[src/design/srfc_pkg.sv]
// Package for the solenoid and rumble feedback controller.
// Shared types and constants; no dependencies.
package srfc_pkg;

  typedef enum logic [1:0] {
    ACT_ON_SCREEN  = 2'd0,
    ACT_OFF_SCREEN = 2'd1,
    ACT_RELEASED   = 2'd2,
    ACT_SHUTDOWN   = 2'd3
  } action_t;

  localparam logic [1:0] HEAT_SAFE    = 2'd0;
  localparam logic [1:0] HEAT_WARNING = 2'd1;
  localparam logic [1:0] HEAT_FATAL   = 2'd2;

  localparam logic [2:0] REG_MODE     = 3'd0;
  localparam logic [2:0] REG_FAST     = 3'd1;
  localparam logic [2:0] REG_NORMAL   = 3'd2;
  localparam logic [2:0] REG_HOLD     = 3'd3;
  localparam logic [2:0] REG_RUMBLE   = 3'd4;
  localparam logic [2:0] REG_STRENGTH = 3'd5;
  localparam logic [2:0] REG_TNORM    = 3'd6;
  localparam logic [2:0] REG_TWARN    = 3'd7;

  localparam int CFG_DATA_W = 16;

  // One queued event: the input fields plus the converted temperature.
  typedef struct packed {
    action_t      action;
    logic [31:0]  now_ms;
    logic         trigger_held;
    logic signed [9:0] temp_c;
  } event_t;

  typedef struct packed {
    logic        solenoid_on;
    logic [7:0]  rumble_level;
    logic [1:0]  heat_status;
  } result_t;

endpackage

[src/design/srfc_if.sv]
// Valid/ready channel interface with a source and a sink modport.
// Payload type is a parameter; no package dependencies.
interface srfc_if #(parameter type payload_t = logic);
  logic     valid;
  logic     ready;
  payload_t data;
  modport source (output valid, output data, input ready);
  modport sink   (input valid, input data, output ready);
endinterface

[src/design/srfc_front.sv]
// Front end: accepts events, converts the temperature sample, queues them.
// Depends on srfc_pkg. Two-entry queue toward the back end.
module srfc_front import srfc_pkg::*; (
  input  logic        clk,
  input  logic        rst_n,
  input  logic        in_valid,
  output logic        in_ready,
  input  logic [1:0]  in_action,
  input  logic [31:0] in_now_ms,
  input  logic        in_trigger_held,
  input  logic [11:0] in_temp_sample,
  output logic        q_valid,
  input  logic        q_ready,
  output event_t      q_data
);
  event_t     mem_r [2];
  logic       wr_ptr_r, rd_ptr_r;
  logic [1:0] cnt_r;
  logic       push, pop;
  logic [20:0] prod;
  event_t     ev;

  always_comb begin
    // floor(adc*330/4096) - 50
    prod = {9'd0, in_temp_sample} * 21'd330;
    ev.action = action_t'(in_action);
    ev.now_ms = in_now_ms;
    ev.trigger_held = in_trigger_held;
    ev.temp_c = $signed({1'b0, prod[20:12]}) - 10'sd50;
  end

  assign in_ready = (cnt_r != 2'd2);
  assign push = in_valid && in_ready;
  assign q_valid = (cnt_r != 2'd0);
  assign pop = q_valid && q_ready;
  assign q_data = mem_r[rd_ptr_r];

  always_ff @(posedge clk) begin
    if (push) mem_r[wr_ptr_r] <= ev;
  end

  always_ff @(posedge clk) begin
    if (!rst_n) begin
      wr_ptr_r <= 1'b0;
      rd_ptr_r <= 1'b0;
      cnt_r <= 2'd0;
    end else begin
      if (push) wr_ptr_r <= ~wr_ptr_r;
      if (pop) rd_ptr_r <= ~rd_ptr_r;
      cnt_r <= cnt_r + {1'b0, push} - {1'b0, pop};
    end
  end
endmodule

[src/design/srfc_back.sv]
// Back end: carries out one event per cycle, when the result register can
// take it, against the controller state. Depends on srfc_pkg.
module srfc_back import srfc_pkg::*; #(
  parameter int BurstShots = 3,
  parameter int AutofireWaitFactor = 3,
  parameter int WarningIntervalMs = 150
) (
  input  logic        clk,
  input  logic        rst_n,
  input  logic        q_valid,
  output logic        q_ready,
  input  event_t      q_data,
  input  logic [5:0]  mode_bits,
  input  logic [15:0] fast_interval_ms,
  input  logic [15:0] normal_interval_ms,
  input  logic [15:0] hold_length_ms,
  input  logic [15:0] rumble_interval_ms,
  input  logic [7:0]  rumble_strength,
  input  logic signed [9:0] temp_normal_c,
  input  logic signed [9:0] temp_warning_c,
  output logic        out_valid,
  input  logic        out_ready,
  output result_t     out_data
);
  localparam int BW = $clog2(BurstShots + 2);

  logic        sol_r, sol_nxt, fsp_r, fsp_nxt, ra_r, ra_nxt, rd_r, rd_nxt;
  logic        br_r, br_nxt;
  logic [7:0]  rdrv_r, rdrv_nxt;
  logic [BW-1:0] bs_r, bs_nxt, bss_r, bss_nxt;
  logic [31:0] ss_r, ss_nxt, rs_r, rs_nxt, ts_r, ts_nxt;
  logic signed [9:0] th_r [4];
  logic signed [9:0] th_nxt [4];
  logic [1:0]  slot_r, slot_nxt, heat_r, heat_nxt;
  logic        ov_r;
  result_t     od_r;
  logic        go;

  assign q_ready = !ov_r || out_ready;
  assign go = q_valid && q_ready;
  assign out_valid = ov_r;
  assign out_data = od_r;

  always_comb begin
    logic [31:0] now;
    logic held, burst, autof;
    logic [31:0] iv;
    logic signed [11:0] avg_sum;
    logic signed [9:0] avg;
    logic do_drive, do_rumble, do_burst;
    logic [31:0] len;
    sol_nxt = sol_r; fsp_nxt = fsp_r; ra_nxt = ra_r; rd_nxt = rd_r;
    br_nxt = br_r; rdrv_nxt = rdrv_r; bs_nxt = bs_r; bss_nxt = bss_r;
    ss_nxt = ss_r; rs_nxt = rs_r; ts_nxt = ts_r; slot_nxt = slot_r;
    heat_nxt = heat_r;
    for (int i = 0; i < 4; i++) th_nxt[i] = th_r[i];
    now = q_data.now_ms;
    held = q_data.trigger_held;
    burst = mode_bits[4];
    autof = mode_bits[1];
    iv = 32'd0;
    avg_sum = 12'sd0;
    avg = 10'sd0;
    do_drive = 1'b0;
    do_rumble = 1'b0;
    do_burst = 1'b0;
    len = 32'd0;

    unique case (q_data.action)
      ACT_ON_SCREEN: begin
        if (mode_bits[0]) begin
          if (!held) begin
            if (burst && !br_r) begin
              ss_nxt = now; sol_nxt = 1'b1; fsp_nxt = 1'b0;
              br_nxt = 1'b1; bs_nxt = BW'(1); bss_nxt = BW'(1);
            end else if (!burst) begin
              ss_nxt = now; sol_nxt = 1'b1;
              fsp_nxt = !autof;
            end
          end else if (br_r) begin
            do_burst = 1'b1;
          end else if (autof && !burst) begin
            do_drive = 1'b1;
            iv = sol_r ? {16'd0, fast_interval_ms}
                       : 32'(fast_interval_ms) * 32'(AutofireWaitFactor);
          end else if (fsp_r) begin
            if (sol_r) begin
              if (now - ss_r >= {16'd0, normal_interval_ms}) sol_nxt = 1'b0;
            end else if (now - ss_r >= {16'd0, hold_length_ms}) begin
              fsp_nxt = 1'b0;
              do_drive = 1'b1;
              iv = {16'd0, normal_interval_ms};
            end
          end else if (!burst) begin
            do_drive = 1'b1;
            iv = sol_r ? {16'd0, normal_interval_ms} : {15'd0, normal_interval_ms, 1'b0};
          end
        end else if (mode_bits[2] && mode_bits[3] && !rd_r && !held) begin
          do_rumble = 1'b1;
        end
        // Second rumble step uses state as left by the first; handled below.
      end
      ACT_OFF_SCREEN: begin
        if (mode_bits[2]) begin
          if ((!mode_bits[3] && !rd_r && !held) || ra_r) do_rumble = 1'b1;
        end
        if (br_r) do_burst = 1'b1;
        else if (sol_r && !burst && (now - ss_r >= {16'd0, fast_interval_ms})) begin
          ss_nxt = now; sol_nxt = 1'b0;
        end
      end
      ACT_RELEASED: begin
        if (mode_bits[0]) begin
          if (br_r) do_burst = 1'b1;
          else if (!burst) begin
            fsp_nxt = 1'b0;
            if (now - ss_r >= {16'd0, fast_interval_ms}) begin
              ss_nxt = now; sol_nxt = 1'b0;
            end
          end
        end
        if (mode_bits[3] && mode_bits[1]) begin
          if (ra_r || rd_r) begin
            rdrv_nxt = 8'd0; ra_nxt = 1'b0; rd_nxt = 1'b0;
          end
        end else if (ra_r) do_rumble = 1'b1;
        else if (rd_r) rd_nxt = 1'b0;
      end
      ACT_SHUTDOWN: begin
        sol_nxt = 1'b0; rdrv_nxt = 8'd0; fsp_nxt = 1'b0; ra_nxt = 1'b0;
        rd_nxt = 1'b0; br_nxt = 1'b0; bs_nxt = '0;
      end
      default: ;
    endcase

    if (do_burst) begin
      if (32'(bs_r) <= 32'(BurstShots)) begin
        if (!sol_r && bs_r == bss_r) bs_nxt = bs_r + BW'(1);
        if (!sol_r) iv = {15'd0, fast_interval_ms, 1'b0};
        else begin
          bss_nxt = bs_r;
          iv = {16'd0, fast_interval_ms};
        end
        do_drive = 1'b1;
      end else begin
        br_nxt = 1'b0; bs_nxt = '0;
      end
    end

    // Drive: a pending first shot turns the solenoid on, else it toggles.
    if (do_drive) begin
      if (fsp_nxt) begin
        ss_nxt = now; sol_nxt = 1'b1;
      end else begin
        if (mode_bits[5]) begin
          if (now - ts_r > 32'd2) begin
            ts_nxt = now;
            th_nxt[slot_r] = q_data.temp_c;
            if (slot_r != 2'd3) slot_nxt = slot_r + 2'd1;
            else begin
              slot_nxt = 2'd0;
              avg_sum = 12'(th_nxt[0]) + 12'(th_nxt[1]) + 12'(th_nxt[2]) + 12'(th_nxt[3]);
              // Truncate toward zero.
              avg = (avg_sum < 0) ? 10'(-((-avg_sum) >>> 2)) : 10'(avg_sum >>> 2);
              if (heat_r == HEAT_FATAL) begin
                if (12'(avg) < 12'(temp_warning_c) - 12'sd5) heat_nxt = HEAT_WARNING;
              end else if (avg >= temp_warning_c) heat_nxt = HEAT_FATAL;
              else if (heat_r == HEAT_WARNING) begin
                if (12'(avg) < 12'(temp_normal_c) - 12'sd5) heat_nxt = HEAT_SAFE;
              end else if (avg >= temp_normal_c) heat_nxt = HEAT_WARNING;
            end
          end
          if (heat_nxt >= HEAT_FATAL) begin
            sol_nxt = 1'b0;
            iv = 32'hFFFF_FFFF;
          end else if (heat_nxt == HEAT_WARNING && !sol_r) iv = 32'(WarningIntervalMs);
          if (heat_nxt < HEAT_FATAL && now - ss_r >= iv) begin
            ss_nxt = now; sol_nxt = !sol_r;
          end
        end else if (now - ss_r >= iv) begin
          ss_nxt = now; sol_nxt = !sol_r;
        end
      end
    end

    // Rumble: up to two steps on screen (second when active and held).
    for (int k = 0; k < 2; k++) begin
      logic step;
      step = (k == 0) ? do_rumble
           : (q_data.action == ACT_ON_SCREEN && mode_bits[2] && ra_nxt && held);
      if (step) begin
        if (!ra_nxt) begin
          rs_nxt = now; rdrv_nxt = rumble_strength; ra_nxt = 1'b1;
        end else if (!(mode_bits[3] && mode_bits[1])) begin
          len = mode_bits[3] ? {17'd0, rumble_interval_ms[15:1]} : {16'd0, rumble_interval_ms};
          if (now - rs_nxt >= len) begin
            rdrv_nxt = 8'd0; ra_nxt = 1'b0; rd_nxt = 1'b1;
          end
        end
      end
    end
  end

  always_ff @(posedge clk) begin
    if (!rst_n) begin
      sol_r <= 1'b0; fsp_r <= 1'b0; ra_r <= 1'b0; rd_r <= 1'b0; br_r <= 1'b0;
      rdrv_r <= 8'd0; bs_r <= '0; bss_r <= '0; ss_r <= '0; rs_r <= '0; ts_r <= '0;
      slot_r <= 2'd0; heat_r <= HEAT_SAFE; ov_r <= 1'b0;
      for (int i = 0; i < 4; i++) th_r[i] <= 10'sd0;
    end else begin
      if (go) begin
        sol_r <= sol_nxt; fsp_r <= fsp_nxt; ra_r <= ra_nxt; rd_r <= rd_nxt;
        br_r <= br_nxt; rdrv_r <= rdrv_nxt; bs_r <= bs_nxt; bss_r <= bss_nxt;
        ss_r <= ss_nxt; rs_r <= rs_nxt; ts_r <= ts_nxt; slot_r <= slot_nxt;
        heat_r <= heat_nxt;
        for (int i = 0; i < 4; i++) th_r[i] <= th_nxt[i];
      end
      if (go) ov_r <= 1'b1;
      else if (out_ready) ov_r <= 1'b0;
    end
  end

  always_ff @(posedge clk) begin
    if (go) begin
      od_r.solenoid_on <= sol_nxt;
      od_r.rumble_level <= rdrv_nxt;
      od_r.heat_status <= heat_nxt;
    end
  end
endmodule

[src/design/solenoid_rumble_feedback_controller.sv]
// Solenoid and rumble feedback controller, top level. Uses srfc_pkg, srfc_if,
// srfc_front and srfc_back.
// Path: each transaction is queued in the front end, then its result is registered.
// Throughput: one transaction per cycle while out_ready is held high.
// Reset: synchronous, active low; returns control and config registers to defaults.
module solenoid_rumble_feedback_controller import srfc_pkg::*; #(
  parameter int BURST_SHOTS = 3,
  parameter int AUTOFIRE_WAIT_FACTOR = 3,
  parameter int WARNING_INTERVAL_MS = 150
) (
  input  logic        clk,
  input  logic        rst_n,
  input  logic        in_valid,
  output logic        in_ready,
  input  logic [1:0]  in_action,
  input  logic [31:0] in_now_ms,
  input  logic        in_trigger_held,
  input  logic [11:0] in_temp_sample,
  output logic        out_valid,
  input  logic        out_ready,
  output logic        out_solenoid_on,
  output logic [7:0]  out_rumble_level,
  output logic [1:0]  out_heat_status,
  input  logic        cfg_we,
  input  logic [2:0]  cfg_index,
  input  logic [CFG_DATA_W-1:0] cfg_data
);
  srfc_if #(.payload_t(event_t))  q_ch ();
  srfc_if #(.payload_t(result_t)) r_ch ();

  logic [5:0]  mode_r;
  logic [15:0] fast_r, normal_r, hold_r, rint_r;
  logic [7:0]  str_r;
  logic signed [9:0] tnorm_r, twarn_r;

  always_ff @(posedge clk) begin
    if (!rst_n) begin
      mode_r <= 6'd1; fast_r <= 16'd30; normal_r <= 16'd45; hold_r <= 16'd500;
      rint_r <= 16'd150; str_r <= 8'd255; tnorm_r <= 10'sd50; twarn_r <= 10'sd60;
    end else if (cfg_we) begin
      unique case (cfg_index)
        REG_MODE:     mode_r <= cfg_data[5:0];
        REG_FAST:     fast_r <= cfg_data;
        REG_NORMAL:   normal_r <= cfg_data;
        REG_HOLD:     hold_r <= cfg_data;
        REG_RUMBLE:   rint_r <= cfg_data;
        REG_STRENGTH: str_r <= cfg_data[7:0];
        REG_TNORM:    tnorm_r <= cfg_data[9:0];
        REG_TWARN:    twarn_r <= cfg_data[9:0];
        default: ;
      endcase
    end
  end

  srfc_front u_front (
    .clk, .rst_n, .in_valid, .in_ready, .in_action, .in_now_ms, .in_trigger_held,
    .in_temp_sample, .q_valid(q_ch.valid), .q_ready(q_ch.ready), .q_data(q_ch.data)
  );

  srfc_back #(
    .BurstShots(BURST_SHOTS), .AutofireWaitFactor(AUTOFIRE_WAIT_FACTOR),
    .WarningIntervalMs(WARNING_INTERVAL_MS)
  ) u_back (
    .clk, .rst_n, .q_valid(q_ch.valid), .q_ready(q_ch.ready), .q_data(q_ch.data),
    .mode_bits(mode_r), .fast_interval_ms(fast_r), .normal_interval_ms(normal_r),
    .hold_length_ms(hold_r), .rumble_interval_ms(rint_r), .rumble_strength(str_r),
    .temp_normal_c(tnorm_r), .temp_warning_c(twarn_r),
    .out_valid(r_ch.valid), .out_ready(r_ch.ready), .out_data(r_ch.data)
  );

  assign r_ch.ready = out_ready;
  assign out_valid = r_ch.valid;
  assign out_solenoid_on = r_ch.data.solenoid_on;
  assign out_rumble_level = r_ch.data.rumble_level;
  assign out_heat_status = r_ch.data.heat_status;

  a_heat_code: assert property (@(posedge clk) disable iff (!rst_n)
    out_valid |-> (out_heat_status != 2'd3)) else $error("bad heat code");
  a_result_holds: assert property (@(posedge clk) disable iff (!rst_n)
    out_valid && !out_ready |=> out_valid && $stable(out_rumble_level))
    else $error("result dropped while stalled");
  a_queue_drains: assert property (@(posedge clk) disable iff (!rst_n)
    !in_ready |-> q_ch.valid) else $error("queue full but empty");
endmodule

[config.mk]
export PLATFORM = sky130hd
export DESIGN_NAME = solenoid_rumble_feedback_controller
export DESIGN_NICKNAME = d
export VERILOG_FILES = /design/src/design/srfc_pkg.sv /design/src/design/srfc_if.sv /design/src/design/srfc_front.sv /design/src/design/srfc_back.sv /design/src/design/solenoid_rumble_feedback_controller.sv
export SDC_FILE = /design/constraint.sdc
export NUM_CORES = 2
export LEC_CHECK = 0
export BUFFER_PORTS_ARGS = -buffer_cell sky130_fd_sc_hd__buf_2
export CORE_MARGIN = 1.5
export CORE_UTILIZATION = 45
export CTS_CLUSTER_DIAMETER = 120
export DETAILED_ROUTE_END_ITERATION = 16
export PLACE_DENSITY = 0.58
export SYNTH_ARGS = -nofsm -noshare
export SYNTH_HDL_FRONTEND = slang
export SYNTH_SLANG_ARGS = --single-unit
[constraint.sdc]
create_clock -name clk -period 30.3 [get_ports clk]
set_input_delay 4.545 -clock clk [delete_from_list [all_inputs] [get_ports clk]]
set_output_delay 4.545 -clock clk [all_outputs]
set_load 0.05 [all_outputs]
==> results_dict.tcl <==
set metrics [dict create \
    outcome "complete, no violations" \
    async_flop_share_pct 0 \
    vias 27700 \
    power_density_nw_per_um2 109 \
    nets 4284 \
    cts_made_buffers 44 \
    end_kind "flop" \
    grt_max_degree 66 \
    cts_max_level 2 \
    timing.fmax_mhz 89.6 \
    routabilityCongestion 0.928 \
    period_share_pct 36.8 \
    seq_area_frac_synth_pct 27.4 \
    peakVddDrop_mv 0.0855 \
    hold_depth 2 \
    finalMaxSlewViolations 0 \
    antenna_found_initial 2 \
    totalWireLength_um 92400 \
    start_kind "flop" \
    core_area_um2 70000 \
    port_buffers 83 \
    ys_dominant_reg_cell "dfxtp_1" \
    grt_pass1_vias 26000 \
    worst_slew_pin_slew_ps 1130 \
    cp.required_ps 30740 \
    dp_hpwl_um 69000 \
    clock_path_buffers 3 \
    hold_viol_final 0 \
    hold_buffers 0 \
    rsz0062_at_grt "no" \
    syn_to_final_growth_pct 8.45 \
    postCtsResizedCells 0 \
    wl_per_cell_um 19.4 \
    die_w_um 269 \
    dieArea_um2 72200 \
    antenna_left 0 \
    cp_max_fo 64 \
    vias_per_cell 5.81 \
    cts_setup_buffers 0 \
    syn_inst 3780 \
    synth_warnings 0 \
    cp.arrival_ps 11610 \
    drtPass1Iterations 9 \
    final_core_util_pct 49.2 \
    cp_num_cells 39 \
    drt_iter0_drc 2297 \
    p_leak_nw 13.6 \
    drive_gt1_share_pct 8.17 \
    post-route-min-period_ps 11170 \
    ios 84 \
    cts.reportedPaths.clkPinSlew_ps 60 \
    cts_sinks 364 \
    grtUsageTotal_pct 25.3 \
    critical_path.top_delay_family "compound AO/OA/AOI/OAI gates" \
    crit_slowest_cell "ha_1" \
    synth-edff-count 141 \
    cts_root_buf "clkbuf_16" \
    fin_setup_tns_ps 0 \
    clock_latency_ps 590 \
    syn_area_per_cell_um2 8.41 \
    row_count 97 \
    synth.ff_latch_count 364 \
    fin_worst_skew_ps 25.7 \
    holdWs_ps 457 \
    die_h_um 269 \
    critPathKind "flop to flop" \
    cp_slowest_stage_delay_ps 730 \
    max_cap_viol_count 0 \
    grt_pass1_wl_um 145000 \
    initial_core_util_pct 45.4 \
    slew-limit-headroom_pct 24.1 \
    timing.critical_path.buf_inv 4 \
    hp-class "flop to flop" \
    cts_tree "done" \
    syn_area_um2 31800 \
    setup_viol_count_final 0 \
    synth.distinct_cells 106 \
    grt-ovfl-total 0 \
    drc 0 \
    synth_fp_nets 4282 \
    reg2reg_depth 39 \
]
[worst min-delay path: stages (launching register included)]
cell and delay, ps:
dfxtp_1 310, nand2_1 50, a21oi_1 50
[kinds of logic after synthesis]
logic type	after synthesis	share of synthesized area, %
AND/OR/NAND/NOR	1172	17.7
AO/OA/AOI/OAI	1058	22.2
buffers and inverters	461	6.10
adder cells (fa/ha/maj)	432	17.9
flip-flops	364	27.4
XOR/XNOR	149	4.11
multiplexers	144	4.69
[cell type report]
class,count,area (µm²)
clock buffers,61,1290
inverters,289,1080
fillers,6828,35600
multi-input cells,2955,21200
well taps,940,1180
diodes,1,2.50
flip-flops and latches,364,8700
repair buffers,128,759
clock inverters,20,270
[state kept, by name (all words and copies together) (netlist names), 32 cells and up, named ones only]
signal         count
u_back.rs_r       32
u_back.ss_r       32
u_back.th_r       40
u_back.ts_r       32
u_front.mem_r     90
[power by group]
part	switching [mW]	internal, mW
Combinational	1.54	1.03
Clock	0.227	0.341
Sequential	0.0299	0.584
[path summary, 6_finish.rpt]
check	start	to	slack (ps)
worst min-delay path	hold_r[3]	hold_r[3]	460
worst max-delay path	u_back.slot_r[0]	u_back.ss_r[25]	19130
worst min register to register	hold_r[3]	hold_r[3]	460
worst max register to register	u_back.slot_r[0]	u_back.ss_r[25]	19130
[cells in the mapped netlist (10+ instances only)]
| cell type | n | area share, % |
|---|---|---|
| a21oi_1 | 244 | 3.8 |
| a211oi_1 | 21 | 0.50 |
| o21ai_0 | 215 | 3.4 |
| a21boi_0 | 36 | 0.85 |
| a222oi_1 | 33 | 1.0 |
| o31ai_1 | 18 | 0.43 |
| mux2_2 | 39 | 1.4 |
| mux2i_1 | 105 | 3.3 |
| o21a_1 | 48 | 1.1 |
| xor2_1 | 53 | 1.5 |
| o21bai_1 | 15 | 0.35 |
| fa_1 | 39 | 2.5 |
| nand2_1 | 364 | 4.3 |
| a2111oi_0 | 16 | 0.44 |
| and3_1 | 45 | 0.89 |
| nand2b_1 | 43 | 0.85 |
| nand4_1 | 43 | 0.85 |
| a32oi_1 | 11 | 0.30 |
| clkbuf_8 | 10 | 0.43 |
| a221o_1 | 10 | 0.31 |
| dfxtp_1 | 223 | 14 |
| ha_1 | 392 | 15 |
| nor3_1 | 55 | 0.87 |
| o211ai_1 | 60 | 1.4 |
| a31oi_1 | 39 | 0.77 |
| or3_1 | 18 | 0.35 |
| a22oi_1 | 15 | 0.35 |
| nand3_1 | 145 | 2.3 |
| nor2b_1 | 57 | 1.1 |
| xnor2_1 | 96 | 2.6 |
| edfxtp_1 | 141 | 13 |
| nor4_1 | 22 | 0.43 |
| nor3b_1 | 12 | 0.28 |
| nor2_1 | 286 | 3.4 |
| or2_2 | 15 | 0.30 |
| and2_1 | 14 | 0.28 |
| o21ai_1 | 34 | 0.54 |
| buf_1 | 13 | 0.15 |
| clkbuf_1 | 121 | 1.4 |
| inv_1 | 287 | 3.4 |
| a21o_1 | 124 | 2.9 |
[through the flow]
stage / instance area [µm²] / instances / power [mW] / setup WS (ps)
after floorplan: 31800 / 3780 / 2.51 / 20670
after global placement: 32900 / 4676 / 3.16 / 19600
after detailed placement: 32900 / 4676 / 3.17 / 19330
after CTS: 34500 / 4757 / 3.76 / 19280
after global routing: 34500 / 4757 / 4.11 / 18470
final: 34500 / 4758 / 3.75 / 19130
[cell usage in the layout (no fill, tap or decap), types with 33 or more instances in the layout]
| cell type | netlist | final |
|---|---|---|
| xnor2_1 | 96 | 96 |
| and3_1 | 45 | 44 |
| mux2_2 | 39 | 39 |
| buf_2 | 9 | 82 |
| nand2b_1 | 43 | 43 |
| a21oi_1 | 244 | 244 |
| a21o_1 | 124 | 124 |
| buf_4 | 5 | 45 |
| edfxtp_1 | 141 | 141 |
| nor3_1 | 55 | 54 |
| inv_1 | 287 | 287 |
| mux2i_1 | 105 | 105 |
| a31oi_1 | 39 | 39 |
| nand2_1 | 364 | 363 |
| nor2_1 | 286 | 283 |
| a222oi_1 | 33 | 33 |
| o21ai_1 | 34 | 33 |
| clkbuf_16 | 0 | 45 |
| fa_1 | 39 | 39 |
| o21a_1 | 48 | 48 |
| nand3_1 | 145 | 145 |
| nand4_1 | 43 | 43 |
| o211ai_1 | 60 | 60 |
| nor2b_1 | 57 | 57 |
| ha_1 | 392 | 392 |
| dfxtp_1 | 223 | 221 |
| o21ai_0 | 215 | 215 |
| a21boi_0 | 36 | 36 |
| xor2_1 | 53 | 53 |
[per-layer routing]
metal	vias up	track usage (%)	part of all wire (%)
li1	13800	-	-
met1	13100	35.3	48
met2	652	42.1	46
met3	113	2.52	4.4
met4	4	5.75	2.1
met5	-	0	0.032
Note: power is estimated with default switching activity, not from simulation.
